$ cat config.mk
export PLATFORM = sky130hd
export DESIGN_NAME = brace_escape_deframer_unit_flat
export DESIGN_NICKNAME = d
export VERILOG_FILES = /design/src/hw/rtl/bed_pkg.sv /design/src/hw/rtl/bed_if.sv /design/src/hw/rtl/bed_decode.sv /design/src/hw/rtl/brace_escape_deframer_unit.sv /design/src/flat_wrapper.sv
export SDC_FILE = /design/constraint.sdc
export NUM_CORES = 1
export LEC_CHECK = 0
export ABC_AREA = 1
export BUFFER_PORTS_ARGS = -buffer_cell sky130_fd_sc_hd__buf_4
export CAP_MARGIN = 10
export CORE_ASPECT_RATIO = 2
export CORE_MARGIN = 1.5
export CORE_UTILIZATION = 48
export CTS_CLUSTER_SIZE = 28
export DETAILED_ROUTE_END_ITERATION = 16
export MAX_ROUTING_LAYER = met4
export PLACE_DENSITY_LB_ADDON = 0.2
export SYNTH_ARGS = -nofsm -noshare
export SYNTH_HDL_FRONTEND = slang
export SYNTH_HIERARCHICAL = 1
export SYNTH_SLANG_ARGS = --single-unit
$ cat constraint.sdc
create_clock -name clk -period 2.5 [get_ports clk]
set_input_delay 0.5 -clock clk [delete_from_list [all_inputs] [get_ports clk]]
set_output_delay 0.5 -clock clk [all_outputs]
set_load 0.01 [all_outputs]
$ cat src/hw/rtl/bed_pkg.sv
// ----------------------------------------------------------------------------
// bed_pkg
// Types and constants shared by the brace escape deframer.
// ----------------------------------------------------------------------------
package bed_pkg;

  localparam int unsigned MAX_FRAME_BYTES_DEF = 255;

  localparam logic [7:0] OPEN_BRACE  = 8'h7B;
  localparam logic [7:0] CLOSE_BRACE = 8'h7D;
  localparam logic [7:0] ESCAPE_MARK = 8'h25;

  typedef enum logic [1:0] {
    PH_AWAIT  = 2'd0,
    PH_FRAME  = 2'd1,
    PH_ESCAPE = 2'd2,
    PH_IGNORE = 2'd3
  } phase_t;

  typedef enum logic [2:0] {
    ST_DATA      = 3'd0,
    ST_END       = 3'd1,
    ST_BAD_START = 3'd2,
    ST_NO_CLOSE  = 3'd3,
    ST_TOO_LONG  = 3'd4
  } status_t;

  // One decoded result, as produced by the decode logic for one byte.
  typedef struct packed {
    logic       valid;
    status_t    status;
    logic [7:0] data;
    logic [7:0] length;
  } bed_res_t;

endpackage

$ cat src/hw/rtl/bed_if.sv
// ----------------------------------------------------------------------------
// bed_in_if / bed_out_if
// Valid/ready channels for raw buffer bytes and decoded results.
// ----------------------------------------------------------------------------
interface bed_in_if;
  logic       valid;
  logic       ready;
  logic [7:0] in_byte;
  logic       buffer_end;

  modport source (output valid, output in_byte, output buffer_end, input ready);
  modport sink   (input valid, input in_byte, input buffer_end, output ready);
endinterface

interface bed_out_if;
  logic       valid;
  logic       ready;
  logic [7:0] out_byte;
  logic [2:0] status;
  logic [7:0] frame_length;

  modport source (output valid, output out_byte, output status, output frame_length,
                  input ready);
  modport sink   (input valid, input out_byte, input status, input frame_length,
                  output ready);
endinterface

$ cat src/hw/rtl/bed_decode.sv
// ----------------------------------------------------------------------------
// bed_decode
// Next phase, data count and result for one raw byte.
// ----------------------------------------------------------------------------
module bed_decode #(
  parameter int unsigned MAX_FRAME_BYTES = bed_pkg::MAX_FRAME_BYTES_DEF,
  parameter int unsigned CNT_W           = 8
) (
  input  bed_pkg::phase_t   phase,
  input  logic [CNT_W-1:0]  count,
  input  logic [7:0]        data_byte,
  input  logic              last,
  output bed_pkg::bed_res_t res,
  output bed_pkg::phase_t   phase_nxt,
  output logic [CNT_W-1:0]  count_nxt
);
  import bed_pkg::*;

  // data byte handling, shared by in-frame and escaped bytes
  bed_res_t         td_res;
  phase_t           td_phase;
  logic [CNT_W-1:0] td_count;
  logic             at_limit;

  assign at_limit = (count >= CNT_W'(MAX_FRAME_BYTES));

  always_comb begin
    td_res   = '{valid: 1'b1, status: ST_DATA, data: 8'd0, length: 8'd0};
    td_phase = phase;
    td_count = count;
    if (at_limit) begin
      td_res.status = ST_TOO_LONG;
      td_phase      = PH_IGNORE;
    end else if (last) begin
      td_res.status = ST_NO_CLOSE;
    end else begin
      td_res.data = data_byte;
      td_count    = count + CNT_W'(1);
      td_phase    = PH_FRAME;
    end
  end

  always_comb begin
    res       = '{valid: 1'b0, status: ST_DATA, data: 8'd0, length: 8'd0};
    phase_nxt = phase;
    count_nxt = count;
    case (phase)
      PH_AWAIT: begin
        if (data_byte == OPEN_BRACE) begin
          count_nxt = '0;
          phase_nxt = PH_FRAME;
          if (last) begin
            res.valid  = 1'b1;
            res.status = ST_NO_CLOSE;
          end
        end else begin
          phase_nxt  = PH_IGNORE;
          res.valid  = 1'b1;
          res.status = ST_BAD_START;
        end
      end
      PH_FRAME: begin
        if (data_byte == ESCAPE_MARK) begin
          phase_nxt = PH_ESCAPE;
          if (last) begin
            res.valid  = 1'b1;
            res.status = ST_NO_CLOSE;
          end
        end else if (data_byte == CLOSE_BRACE) begin
          phase_nxt  = PH_IGNORE;
          res.valid  = 1'b1;
          res.status = ST_END;
          res.length = 8'(count);
        end else begin
          res       = td_res;
          phase_nxt = td_phase;
          count_nxt = td_count;
        end
      end
      PH_ESCAPE: begin
        res       = td_res;
        phase_nxt = td_phase;
        count_nxt = td_count;
      end
      default: ;
    endcase
    // every buffer starts afresh
    if (last) begin
      phase_nxt = PH_AWAIT;
      count_nxt = '0;
    end
  end

endmodule

$ cat src/hw/rtl/brace_escape_deframer_unit.sv
// ----------------------------------------------------------------------------
// brace_escape_deframer_unit
// Brace framed, percent escaped byte stream deframer.
// ----------------------------------------------------------------------------
// Takes one raw byte per cycle, sustained, and returns at most one result per
// byte: an unescaped data byte, a frame end with the data length, or an error
// (bad start, no closing brace, too long). Bytes pass an input register, then
// the decode logic, which holds the phase and data count, then a result
// register, from which each result is offered on the output. The update of
// phase and count in the decode stage sets the rate; a stall on the result
// side stops both stages, and the block keeps taking bytes while the input
// register is empty. On any error the receiver drops the data of the current
// frame. Frame lengths above 255 report their low 8 bits.
module brace_escape_deframer_unit #(
  parameter int unsigned MAX_FRAME_BYTES = bed_pkg::MAX_FRAME_BYTES_DEF
) (
  input  logic        clk,
  input  logic        rst_n,
  bed_in_if.sink      in_chan,
  bed_out_if.source   out_chan
);
  import bed_pkg::*;

  localparam int unsigned CNT_W = $clog2(MAX_FRAME_BYTES + 1);

  // input register
  logic       s1_valid_r, s1_valid_nxt;
  logic [7:0] s1_byte_r;
  logic       s1_last_r;

  // decode state
  phase_t           phase_r, phase_nxt;
  logic [CNT_W-1:0] count_r, count_nxt;

  // result register
  logic       out_valid_r, out_valid_nxt;
  logic [7:0] out_byte_r;
  status_t    out_status_r;
  logic [7:0] out_len_r;

  bed_res_t res;
  logic     s1_adv;
  logic     in_take;

  assign s1_adv  = !out_valid_r || out_chan.ready;
  assign in_take = in_chan.valid && in_chan.ready;

  assign in_chan.ready = !s1_valid_r || s1_adv;

  bed_decode #(
    .MAX_FRAME_BYTES(MAX_FRAME_BYTES),
    .CNT_W          (CNT_W)
  ) u_decode (
    .phase    (phase_r),
    .count    (count_r),
    .data_byte(s1_byte_r),
    .last     (s1_last_r),
    .res      (res),
    .phase_nxt(phase_nxt),
    .count_nxt(count_nxt)
  );

  always_comb begin
    s1_valid_nxt = s1_valid_r;
    if (in_take) begin
      s1_valid_nxt = 1'b1;
    end else if (s1_adv) begin
      s1_valid_nxt = 1'b0;
    end
    out_valid_nxt = out_valid_r;
    if (s1_adv) begin
      out_valid_nxt = s1_valid_r && res.valid;
    end
  end

  always_ff @(posedge clk) begin
    if (!rst_n) begin
      s1_valid_r  <= 1'b0;
      out_valid_r <= 1'b0;
      phase_r     <= PH_AWAIT;
      count_r     <= '0;
    end else begin
      s1_valid_r  <= s1_valid_nxt;
      out_valid_r <= out_valid_nxt;
      if (s1_valid_r && s1_adv) begin
        phase_r <= phase_nxt;
        count_r <= count_nxt;
      end
    end
  end

  always_ff @(posedge clk) begin
    if (in_take) begin
      s1_byte_r <= in_chan.in_byte;
      s1_last_r <= in_chan.buffer_end;
    end
    if (s1_adv && s1_valid_r) begin
      out_byte_r   <= res.data;
      out_status_r <= res.status;
      out_len_r    <= res.length;
    end
  end

  assign out_chan.valid        = out_valid_r;
  assign out_chan.out_byte     = out_byte_r;
  assign out_chan.status       = out_status_r;
  assign out_chan.frame_length = out_len_r;

  // a buffer's last byte always leaves the decoder ready for a new buffer
  a_last_resets: assert property (@(posedge clk) disable iff (!rst_n)
    s1_valid_r && s1_adv && s1_last_r |=> phase_r == PH_AWAIT && count_r == '0)
    else $error("state not cleared after buffer end");

  a_count_bound: assert property (@(posedge clk) disable iff (!rst_n)
    count_r <= CNT_W'(MAX_FRAME_BYTES))
    else $error("data count above frame limit");

  a_ignore_silent: assert property (@(posedge clk) disable iff (!rst_n)
    s1_valid_r && s1_adv && phase_r == PH_IGNORE |=> !out_valid_r)
    else $error("result produced while ignoring bytes");

  a_ready_when_empty: assert property (@(posedge clk) disable iff (!rst_n)
    !out_valid_r |-> in_chan.ready)
    else $error("input stalled with empty result register");

  a_len_only_at_end: assert property (@(posedge clk) disable iff (!rst_n)
    out_valid_r && out_status_r != ST_END |-> out_len_r == 8'd0)
    else $error("frame length set outside frame end");

endmodule

$ cat src/flat_wrapper.sv
// flat-port wrapper written by rule: the top's interface ports become plain ports
module brace_escape_deframer_unit_flat import bed_pkg::*;
#(
  parameter int unsigned MAX_FRAME_BYTES = bed_pkg::MAX_FRAME_BYTES_DEF
)
  (clk, rst_n, in_chan_valid, in_chan_in_byte, in_chan_buffer_end, in_chan_ready, out_chan_valid, out_chan_out_byte, out_chan_status, out_chan_frame_length, out_chan_ready);
  bed_in_if in_chan_i ();
  bed_out_if out_chan_i ();
  input  logic clk;
  input  logic rst_n;
  input wire logic [$bits(in_chan_i.valid)-1:0] in_chan_valid;
  input wire logic [$bits(in_chan_i.in_byte)-1:0] in_chan_in_byte;
  input wire logic [$bits(in_chan_i.buffer_end)-1:0] in_chan_buffer_end;
  output wire logic [$bits(in_chan_i.ready)-1:0] in_chan_ready;
  output wire logic [$bits(out_chan_i.valid)-1:0] out_chan_valid;
  output wire logic [$bits(out_chan_i.out_byte)-1:0] out_chan_out_byte;
  output wire logic [$bits(out_chan_i.status)-1:0] out_chan_status;
  output wire logic [$bits(out_chan_i.frame_length)-1:0] out_chan_frame_length;
  input wire logic [$bits(out_chan_i.ready)-1:0] out_chan_ready;
  assign in_chan_i.valid = in_chan_valid;
  assign in_chan_i.in_byte = in_chan_in_byte;
  assign in_chan_i.buffer_end = in_chan_buffer_end;
  assign in_chan_ready = in_chan_i.ready;
  assign out_chan_valid = out_chan_i.valid;
  assign out_chan_out_byte = out_chan_i.out_byte;
  assign out_chan_status = out_chan_i.status;
  assign out_chan_frame_length = out_chan_i.frame_length;
  assign out_chan_i.ready = out_chan_ready;
  brace_escape_deframer_unit #(.MAX_FRAME_BYTES(MAX_FRAME_BYTES)) u_core (.clk(clk), .rst_n(rst_n), .in_chan(in_chan_i), .out_chan(out_chan_i));
endmodule
==> results.yml, run 1 <==
routing:
  dr.pass1.iters: 4
  top_layer: "met4"
  num_vias: 1892
  via_per_inst: 5.256
  routed-wl-met3_um: 163
  wl_um: 4606
  ant_nets: 0
  drt-met1-wl_um: 1785
  drtIter0Drc: 84
  drc: 0
  wl_met2_um: 2495
  wl_per_cell_um: 12.79
clock_tree:
  cts-htree-levels: 2
  cts_made_buffers: 5
  hold_buffers: 0
  worstSkewPairLatency_ns: 0.29
  post_cts_resized: 0
  cts_tree: "done"
  root_buffer: "clkbuf_8"
  clkTransAtPathRegs_ns: 0.07
  cts_sinks: 40
  cts_setup_buffers: 0
  clockBufferDepth: 2
pwr:
  power_frac_comb: 0.154
  clkPwrFrac: 0.289
  powerDensity_nw_per_um2: 541.5
  power.leakage_nw: 1.063
  seq_power_share: 0.557
  peakVddDrop_uv: 334.2
  power.switching_uw: 373.2
  p_int_mw: 1.024
  swShare: 0.2671
timing:
  final.min_clock_period_ns: 1.998
  finalCritPeriodShare: 0.7994
  holdWs_ns: 0.3862
  slew_violations: 0
  setup_viol_count_final: 0
  rsz0062_at_grt: "false"
  hold_viol_final: 0
  max_freq_mhz: 500.4
  fin_tns_setup_ns: 0
  relSlewSlack: 0.6732
  skew_ns: 0.005948
  tightest_slew_ns: 0.4902
synth:
  synth_warnings: 6
  seq_area_frac_synth: 0.4824
  synth_cell_types: 27
  synth_fp_nets: 289
  ys_ff_latch: 40
  synth_area_um2: 2241
  avgSynthCellArea_um2: 8.269
  synthCells: 271
global_routing:
  antenna_found_initial: 0
  grt_pass1_vias: 1756
  grtUsageTotal: 0.2039
  grt_pass1_wl_um: 7728
  grt_overflow: 0
  grt_max_degree: 24
worst_setup_path:
  r2r_cells: 15
  critPathArrivalTime_ns: 2.23
  r2r_slack_ns: 0.50
  criticalPathCategory: "register to register"
  endpoint_kind: "register"
  cp_max_fo: 12
  cp-start-kind: "register"
  rr_startpoint: "u_core/s1_byte_r[7]"
  regToRegEndpoint: "u_core/count_r[1]"
  cp.required_ns: 2.73
die:
  coreArea_um2: 4554
  die_y_um: 99.63
  start_util: 0.4920
  top_level_ports: 34
  die_w_um: 51.32
  die-area_um2: 5113
  rows: 35
layout:
  finish.utilization: 0.5665
  drive_above_1_share: 0.2000
  area_delta_synth_final_pct: 15.13
  layout_common_cells: "nand2_1 (68), buf_4 (35), inv_1 (30)"
  final_common_cell: "nand2_1"
  fin_cells: 360
  nets: 322
  antenna-diode-count: 0
place:
  hpwl_um: 3498
  gp_congestion: 0.8928
  placed_cells: 352
  port_buffers: 33
min_path:
  hp-start: "in_chan_in_byte[6]"
  holdPathEnd: "u_core/s1_byte_r[6]"
  whs_path_depth: 1
  worst_hold_path_type: "primary input to register"
run:
  max-cap-violations: 0
status:
  outcome: "completed"
[stage by stage]
step	power [mW]	area, µm²	setup WS [ns]
finish	1.397	2580	0.5015
global route	1.471	2580	0.2292
CTS	1.413	2580	0.5335
detailed placement	1.006	2496	0.5695
global placement	1.004	2496	0.5931
floorplan	0.9371	2241	0.7075
[per-layer routing]
layer / GRT usage / vias to the layer above
met5: - / -
met1: 0.2074 / 868
met2: 0.3556 / 52
met4: 0.1113 / 0
met3: 0.03904 / 13
li1: - / 959
[cell families (layout without fill, tap and decap cells)]
kind of cell    Yosys count  count (layout)  share of synthesized area
compound gates           33              33                    0.08710
xor+xnor                  2               2                   0.007818
fa+ha+maj                 5               5                    0.02792
buf+inv                  44              78                    0.09268
flops                    40              40                     0.4824
simple gates            147             147                     0.3021
[worst max-delay path: stages, from the launching register on]
cell	delay (ns)
edfxtp_1	0.38
inv_2	0.08
nand2_1	0.05
nor2_1	0.16
nand2_1	0.27
nand2_1	0.22
nand2_1	0.12
nand2_1	0.08
nand2_1	0.09
nand2_1	0.07
nand2_1	0.05
a21oi_1	0.12
inv_1	0.05
nand3_1	0.07
nand2_1	0.06
nor2_1	0.07
[synthesized netlist by cell type]
master / instances / area (µm²)
a221oi_1: 1 / 8.760
inv_2: 4 / 15.01
buf_6: 5 / 56.30
o21ai_0: 3 / 15.01
nand3_1: 23 / 115.1
nor3b_1: 6 / 45.04
nor2_4: 1 / 11.26
xor2_1: 2 / 17.52
nand2_4: 1 / 11.26
o21a_1: 1 / 7.510
a21oi_2: 6 / 52.55
inv_1: 30 / 112.6
nand2_1: 68 / 255.2
clkinv_1: 1 / 3.750
dfxtp_1: 12 / 240.2
o21ai_1: 2 / 10.01
or2_1: 1 / 6.260
nand4_1: 3 / 18.77
a21oi_1: 19 / 95.09
nand3_2: 3 / 30.03
nor2_1: 22 / 82.58
nand2_2: 5 / 31.28
nor3_1: 14 / 70.07
a31oi_1: 1 / 6.260
ha_1: 5 / 62.56
edfxtp_1: 28 / 840.8
buf_2: 4 / 20.02
[worst max path at each step]
stage	startpoint	to	slack (ns)	depth (start not counted)
after global placement	u_core/s1_byte_r[7]	u_core/count_r[1]	0.59	15
final	u_core/s1_byte_r[7]	u_core/count_r[1]	0.50	15
after CTS	u_core/s1_byte_r[7]	u_core/count_r[1]	0.53	15
after global routing	u_core/s1_byte_r[7]	u_core/count_r[1]	0.23	15
after floorplan	u_core/s1_valid_r	u_core/out_chan.frame_length[0]	0.71	3
after detailed placement	u_core/s1_byte_r[7]	u_core/count_r[1]	0.57	15
[final cells by class]
| class | instances | area, µm² |
|---|---|---|
| Fill cell | 451 | 1974 |
| Sequential cell | 40 | 1081 |
| Multi-Input combinational cell | 187 | 952.2 |
| Timing Repair Buffer | 35 | 262.8 |
| Inverter | 35 | 131.4 |
| Clock buffer | 6 | 72.57 |
| Tap cell | 55 | 68.82 |
| Clock inverter | 2 | 11.26 |
[sequential cells by signal, summed over array words and instances, names as in the netlist]
register	flops
u_core/out_chan.frame_length	8
u_core/count_r	8
u_core/out_chan.status	3
u_core/s1_last_r	1
u_core/s1_byte_r	8
u_core/phase_r	2
u_core/s1_valid_r	1
u_core/out_chan.out_byte	8
u_core/out_chan.valid	1
[power groups by stage]
stage	logic (mW)	registers, mW	clock network [mW]
floorplan	0.147	0.790	0
global placement	0.212	0.792	0
detailed placement	0.213	0.793	0
CTS	0.214	0.778	0.420
global route	0.244	0.783	0.445
finish	0.215	0.778	0.404
(Power assumes the default switching activity.)
==> run 2: changes to the inputs <==
--- a/config.mk
+++ b/config.mk
@@ -5,7 +5,7 @@
 export SDC_FILE = /design/constraint.sdc
 export NUM_CORES = 1
 export LEC_CHECK = 0
-export ABC_AREA = 1
+export ABC_AREA = 0
 export BUFFER_PORTS_ARGS = -buffer_cell sky130_fd_sc_hd__buf_4
 export CAP_MARGIN = 10
 export CORE_ASPECT_RATIO = 2
==> constraint.sdc (replaced) <==
create_clock -name clk -period 1.7 [get_ports clk]
set_input_delay 0.34 -clock clk [delete_from_list [all_inputs] [get_ports clk]]
set_output_delay 0.34 -clock clk [all_outputs]
set_load 0.01 [all_outputs]
==> run 2 against run 1 <==
Net effect: first-iteration DRC count grew 2.4%; critical endpoint is now u_core/count_r[3]; register-to-register slack got worse by 0.71 ns; the run now ends with negative setup slack left; non-clock buffer count grew 45; critical path type unchanged; largest power group unchanged.
==> results.yml, run 2 <==
routing:
  drc: 0
  via_per_inst: 5.640
  drtIter0Drc: 86
  wl_um: 5472
  num_vias: 1912
  wl_per_cell_um: 16.14
  dr.pass1.iters: 5
  ant_nets: 0
clock_tree:
  root_buffer: "clkbuf_8"
  cts_tree: "done"
  worstSkewPairLatency_ns: 0.28
  clockBufferDepth: 2
  clkTransAtPathRegs_ns: 0.07
  cts_made_buffers: 5
  cts_sinks: 40
  cts-htree-levels: 2
pwr:
  power.leakage_nw: 1.175
  peakVddDrop_uv: 583.4
  powerDensity_nw_per_um2: 729.6
synth:
  ys_ff_latch: 40
  netlist_top_cells_count: "nand2_1 (29), edfxtp_1 (28), and2_1 (14)"
  synth_ff_type: "edfxtp_1"
  synthCells: 203
  synth_edf_count: 28
  synthArstFlopShare: 0
  synth_cell_types: 45
  synth_fp_nets: 221
  synth_top_area_cell: "edfxtp_1"
  synth_area_um2: 2126
  seq_area_frac_synth: 0.5085
  synth_top_area_frac: 0.3955
  yosysMostFrequentCell: "nand2_1"
  synth_area_leaders: "edfxtp_1 (40%), dfxtp_1 (11%), mux2i_1 (5.2%)"
  synth_warnings: 6
  avgSynthCellArea_um2: 10.47
timing:
  tightest_slew_ns: 0.4406
  skew_ns: 0.004069
  finalWorstSetupSlack_ns: -0.2104
  rsz0062_at_grt: "true"
  max_freq_mhz: 523.5
  holdWs_ns: 0.2302
  hold_viol_final: 0
  slew_violations: 0
  relSlewSlack: 0.7063
  setup_viol_count_final: 17
  finalCritPeriodShare: 1.124
  final.min_clock_period_ns: 1.910
place:
  hpwl_um: 3837
  gp_congestion: 1.049
  placed_cell_area_um2: 2733
  port_buffers: 33
min_path:
  whs_path_depth: 1
  worst_hold_path_type: "primary input to register"
layout:
  multi_input_area_um2: 1111
  area_delta_synth_final_pct: 43.08
  nets: 302
  n_fill_cell: 309
  layout_common_cells: "buf_4 (77), nand2_1 (29), edfxtp_1 (28)"
  finish.utilization: 0.7079
  drive_above_1_share: 0.4526
  design_area_um2: 3042
  ff_latch_area_um2: 1086
  antenna-diode-count: 0
  final_common_cell: "buf_4"
global_routing:
  grt_max_degree: 30
  grtUsageTotal: 0.2300
  grt_pass1_vias: 1931
  grt_overflow: 0
  antenna_found_initial: 0
  grt_pass1_wl_um: 8335
worst_setup_path:
  cp-start-kind: "register"
  cpPeakStageDelay_ns: 0.45
  criticalPathCategory: "register to register"
  endpoint_kind: "register"
  r2r_cells: 7
  cp_max_fo: 3
  cp.required_ns: 1.91
  critPathArrivalTime_ns: 2.12
  r2r_slack_ns: -0.21
  path_cells: "and3_4 > o2111a_2 > nand2b_4 > or3_4 > o41ai_2 > nand2_1 > mux2i_1"
  critical-path-slowest-cell: "edfxtp_1"
die:
  die_y_um: 97.12
  start_util: 0.4948
  rows: 34
  die-area_um2: 4861
  coreArea_um2: 4297
  die_w_um: 50.06
  top_level_ports: 34
status:
  violations: "negative setup slack"
  outcome: "finished with violations"
run:
  max-cap-violations: 0
## run 2: changes by cell type in the layout (fill, tap and decap cells not counted), moves of 5 or more
cell,before,now
a21oi_1,19,6
and2_1,0,13
buf_4,35,77
inv_1,30,7
mux2i_1,0,11
nand2_1,68,29
nand2_2,5,0
nand3_1,23,4
nor2_1,22,5
nor3_1,14,5
nor3b_1,6,0
## run 2: logic make-up (layout without fill, tap and decap cells)
kind of cell / Yosys count / after routing / synth area share
fa+ha+maj: 5 / 5 / 0.02943
flops: 40 / 40 / 0.5085
mux: 11 / 11 / 0.05180
buf+inv: 16 / 98 / 0.03708
compound gates: 40 / 40 / 0.1289
simple gates: 91 / 91 / 0.2443
## run 2: layout make-up
| cell class | instances | share of cell area |
|---|---|---|
| Clock buffer | 6 | 0.02715 |
| Clock inverter | 2 | 0.01111 |
| Inverter | 10 | 0.01316 |
| Multi-Input combinational cell | 147 | 0.3653 |
| Sequential cell | 40 | 0.3571 |
| Tap cell | 54 | 0.02221 |
| Timing Repair Buffer | 80 | 0.2040 |
## run 2: through the flow
| stage | total power, mW | cells | setup slack (ns) | setup TNS (ns) |
|---|---|---|---|---|
| 3_5_place_dp | 1.411 | 326 | -0.1690 | -2.334 |
| 5_1_grt | 2.294 | 339 | -0.2631 | -3.463 |
| 6_report | 2.219 | 339 | -0.2104 | -2.151 |
| 3_3_place_gp | 1.404 | 326 | -0.1274 | -1.482 |
| 4_1_cts | 2.209 | 337 | -0.1807 | -1.933 |
| 2_1_floorplan | 1.266 | 203 | -0.1038 | -0.1977 |
## run 2: power breakdown
part           switching (mW)  internal [mW]
Sequential             0.0236           1.08
Combinational           0.172          0.165
Clock                   0.308          0.473
Total                   0.503           1.72
## run 2: per-layer routing
| metal | GRT usage | up-vias | share of wire |
|---|---|---|---|
| li1 | - | 909 | - |
| met1 | 0.2109 | 896 | 0.35 |
| met2 | 0.4433 | 81 | 0.57 |
| met3 | 0.02308 | 26 | 0.042 |
| met4 | 0.1068 | 0 | 0.040 |
| met5 | - | - | 0 |
## run 2: repair_timing
action / in CTS / in global routing
gates resized for setup: 21 / 22
buffers inserted: 4 / 2
setup endpoints to repair: 18 / 21
pin swaps: 10 / 10
endpoints found under the hold margin: 0 / 0
hold buffers: 0 / 0
## run 2: worst paths after layout
path | startpoint | to
worst min-delay path | in_chan_in_byte[4] | u_core/s1_byte_r[4]
worst min register to register | u_core/phase_r[1] | u_core/phase_r[1]
worst max register to register | u_core/s1_byte_r[6] | u_core/count_r[3]
worst max-delay path | u_core/s1_byte_r[6] | u_core/count_r[3]
## run 2: critical path, delay by kind of cell, from the launching register on
kind,cells,cell delay (ns)
AO/OA/AOI/OAI,2,0.46
flip-flops,1,0.45
multiplexers,1,0.14
AND/OR/NAND/NOR,4,0.80
==> run 3: changes to the inputs <==
--- a/config.mk
+++ b/config.mk
@@ -13,6 +13,7 @@
 export CORE_UTILIZATION = 48
 export CTS_CLUSTER_SIZE = 28
 export DETAILED_ROUTE_END_ITERATION = 16
+export GPL_TIMING_DRIVEN = 0
 export MAX_ROUTING_LAYER = met4
 export PLACE_DENSITY_LB_ADDON = 0.2
 export SYNTH_ARGS = -nofsm -noshare
==> constraint.sdc (replaced) <==
create_clock -name clk -period 2.35 [get_ports clk]
set_input_delay 0.47 -clock clk [delete_from_list [all_inputs] [get_ports clk]]
set_output_delay 0.47 -clock clk [all_outputs]
set_load 0.01 [all_outputs]
==> run 3 against run 2 <==
Net effect: the flow now finishes without violations; sequential share of layout area up 6.6 points; first-iteration DRC count down 31%; die area stayed put; highest routed layer unchanged.
==> results.yml, run 3 (synthesized netlist as in run 2, its figures left out) <==
layout:
  n_fill_cell: 379
  area_delta_synth_final_pct: 20.25
  layout_common_cells: "buf_4 (33), nand2_1 (29), edfxtp_1 (28)"
  fin_cells: 298
  drive_above_1_share: 0.2254
  nets: 261
  design_area_um2: 2556
  final_common_cell: "buf_4"
  antenna-diode-count: 0
pwr:
  powerDensity_nw_per_um2: 588.0
  seq_power_share: 0.530
  peakVddDrop_uv: 796.8
  power.switching_uw: 334.4
  clkPwrFrac: 0.357
  p_int_mw: 1.169
  power_frac_comb: 0.114
  swShare: 0.2224
  power.leakage_nw: 0.9391
die:
  die_w_um: 50.06
  rows: 34
  start_util: 0.4948
  die-area_um2: 4861
  coreArea_um2: 4297
  top_level_ports: 34
  die_y_um: 97.12
worst_setup_path:
  criticalPathCategory: "register to register"
  r2r_cells: 7
  cp_max_fo: 5
  rr_startpoint: "u_core/s1_byte_r[7]"
  cp-start-kind: "register"
  cp.required_ns: 2.53
  critPathLaunch: "u_core/s1_byte_r[7]"
  endpoint_kind: "register"
  critPathArrivalTime_ns: 2.29
timing:
  slew_violations: 0
  final.min_clock_period_ns: 2.109
  fin_tns_setup_ns: 0
  tightest_slew_ns: 0.6931
  max_freq_mhz: 474.2
  skew_ns: 0.005826
  finalCritPeriodShare: 0.8975
  rsz0062_at_grt: "false"
  setup_viol_count_final: 0
  relSlewSlack: 0.5340
  hold_viol_final: 0
place:
  gp_congestion: 0.9583
  port_buffers: 33
  placed_cells: 290
  hpwl_um: 3376
  placed_cell_area_um2: 2441
clock_tree:
  cts_sinks: 40
  clockBufferDepth: 2
  cts-htree-levels: 2
  root_buffer: "clkbuf_8"
  cts_tree: "done"
  worstSkewPairLatency_ns: 0.29
  cts_made_buffers: 5
  cts_setup_buffers: 0
  clkTransAtPathRegs_ns: 0.07
routing:
  drtIter0Drc: 59
  wl_um: 4388
  wl_per_cell_um: 14.72
  num_vias: 1669
  ant_nets: 0
  dr.pass1.iters: 5
  via_per_inst: 5.601
  drc: 0
run:
  max-cap-violations: 0
min_path:
  hp-start: "in_chan_in_byte[7]"
  worst_hold_path_type: "primary input to register"
  whs_path_depth: 1
global_routing:
  grt_pass1_wl_um: 7403
  antenna_found_initial: 0
  grt_pass1_vias: 1650
  grt_max_degree: 29
  grtUsageTotal: 0.2030
  grt_overflow: 0
status:
  outcome: "completed"
run 3: area by class of cell:
type | count | area, µm² | share of cell area
multi-input cells | 147 | 973.4 | 0.3808
inverters | 10 | 37.54 | 0.01468
clock inverters | 2 | 35.03 | 0.01371
repair buffers | 33 | 247.7 | 0.09692
flip-flops and latches | 40 | 1081 | 0.4229
well taps | 54 | 67.56 | 0.02643
clock buffers | 6 | 72.57 | 0.02839
plain buffers | 6 | 41.29 | 0.01615
run 3: power groups by stage:
| stage | clock (mW) | combinational, mW | sequential (mW) |
|---|---|---|---|
| floorplan | 0 | 0.100 | 0.815 |
| global placement | 0 | 0.169 | 0.811 |
| detailed placement | 0 | 0.170 | 0.812 |
| CTS | 0.554 | 0.171 | 0.796 |
| global route | 0.585 | 0.185 | 0.799 |
| finish | 0.536 | 0.171 | 0.796 |
run 3: path summary, 6_finish.rpt:
kind / endpoint / slack, ns
min: u_core/s1_byte_r[7] / 0.36
max reg2reg: u_core/count_r[7] / 0.24
max: u_core/count_r[7] / 0.24
min reg2reg: u_core/phase_r[1] / 0.51
run 3: worst max-delay path: stages (launching register included):
cell and delay [ns]:
edfxtp_1 0.41, nand3b_1 0.20, o31ai_1 0.62, and3_1 0.38
a211o_1 0.16, o21ai_0 0.10, nand2_1 0.08, mux2i_1 0.06
run 3: per-stage QoR:
| step | power [mW] | setup slack [ns] | utilization | hold slack (ns) |
|---|---|---|---|---|
| CTS | 1.520 | 0.1551 | 0.5932 | 0.3482 |
| detailed placement | 0.9821 | 0.1725 | 0.5681 | 0.4977 |
| global route | 1.569 | 0.05003 | 0.5949 | 0.3408 |
| floorplan | 0.9149 | 0.4833 | - | 0.4640 |
| global placement | 0.9799 | 0.1914 | 0.5681 | 0.4866 |
| finish | 1.503 | 0.2410 | 0.5949 | 0.3555 |
run 3: what timing repair did:
action / in CTS / in global routing
hold buffers: 0 / 0
resized for setup: 0 / 2
endpoints found under the setup margin: 0 / 2
run 3: routing by layer:
metal | wire length [µm] | track usage
met1 | 1640 | 0.1943
met4 | 101 | 0.09829
met2 | 2503 | 0.3694
met3 | 143 | 0.03846
met5 | 0 | -
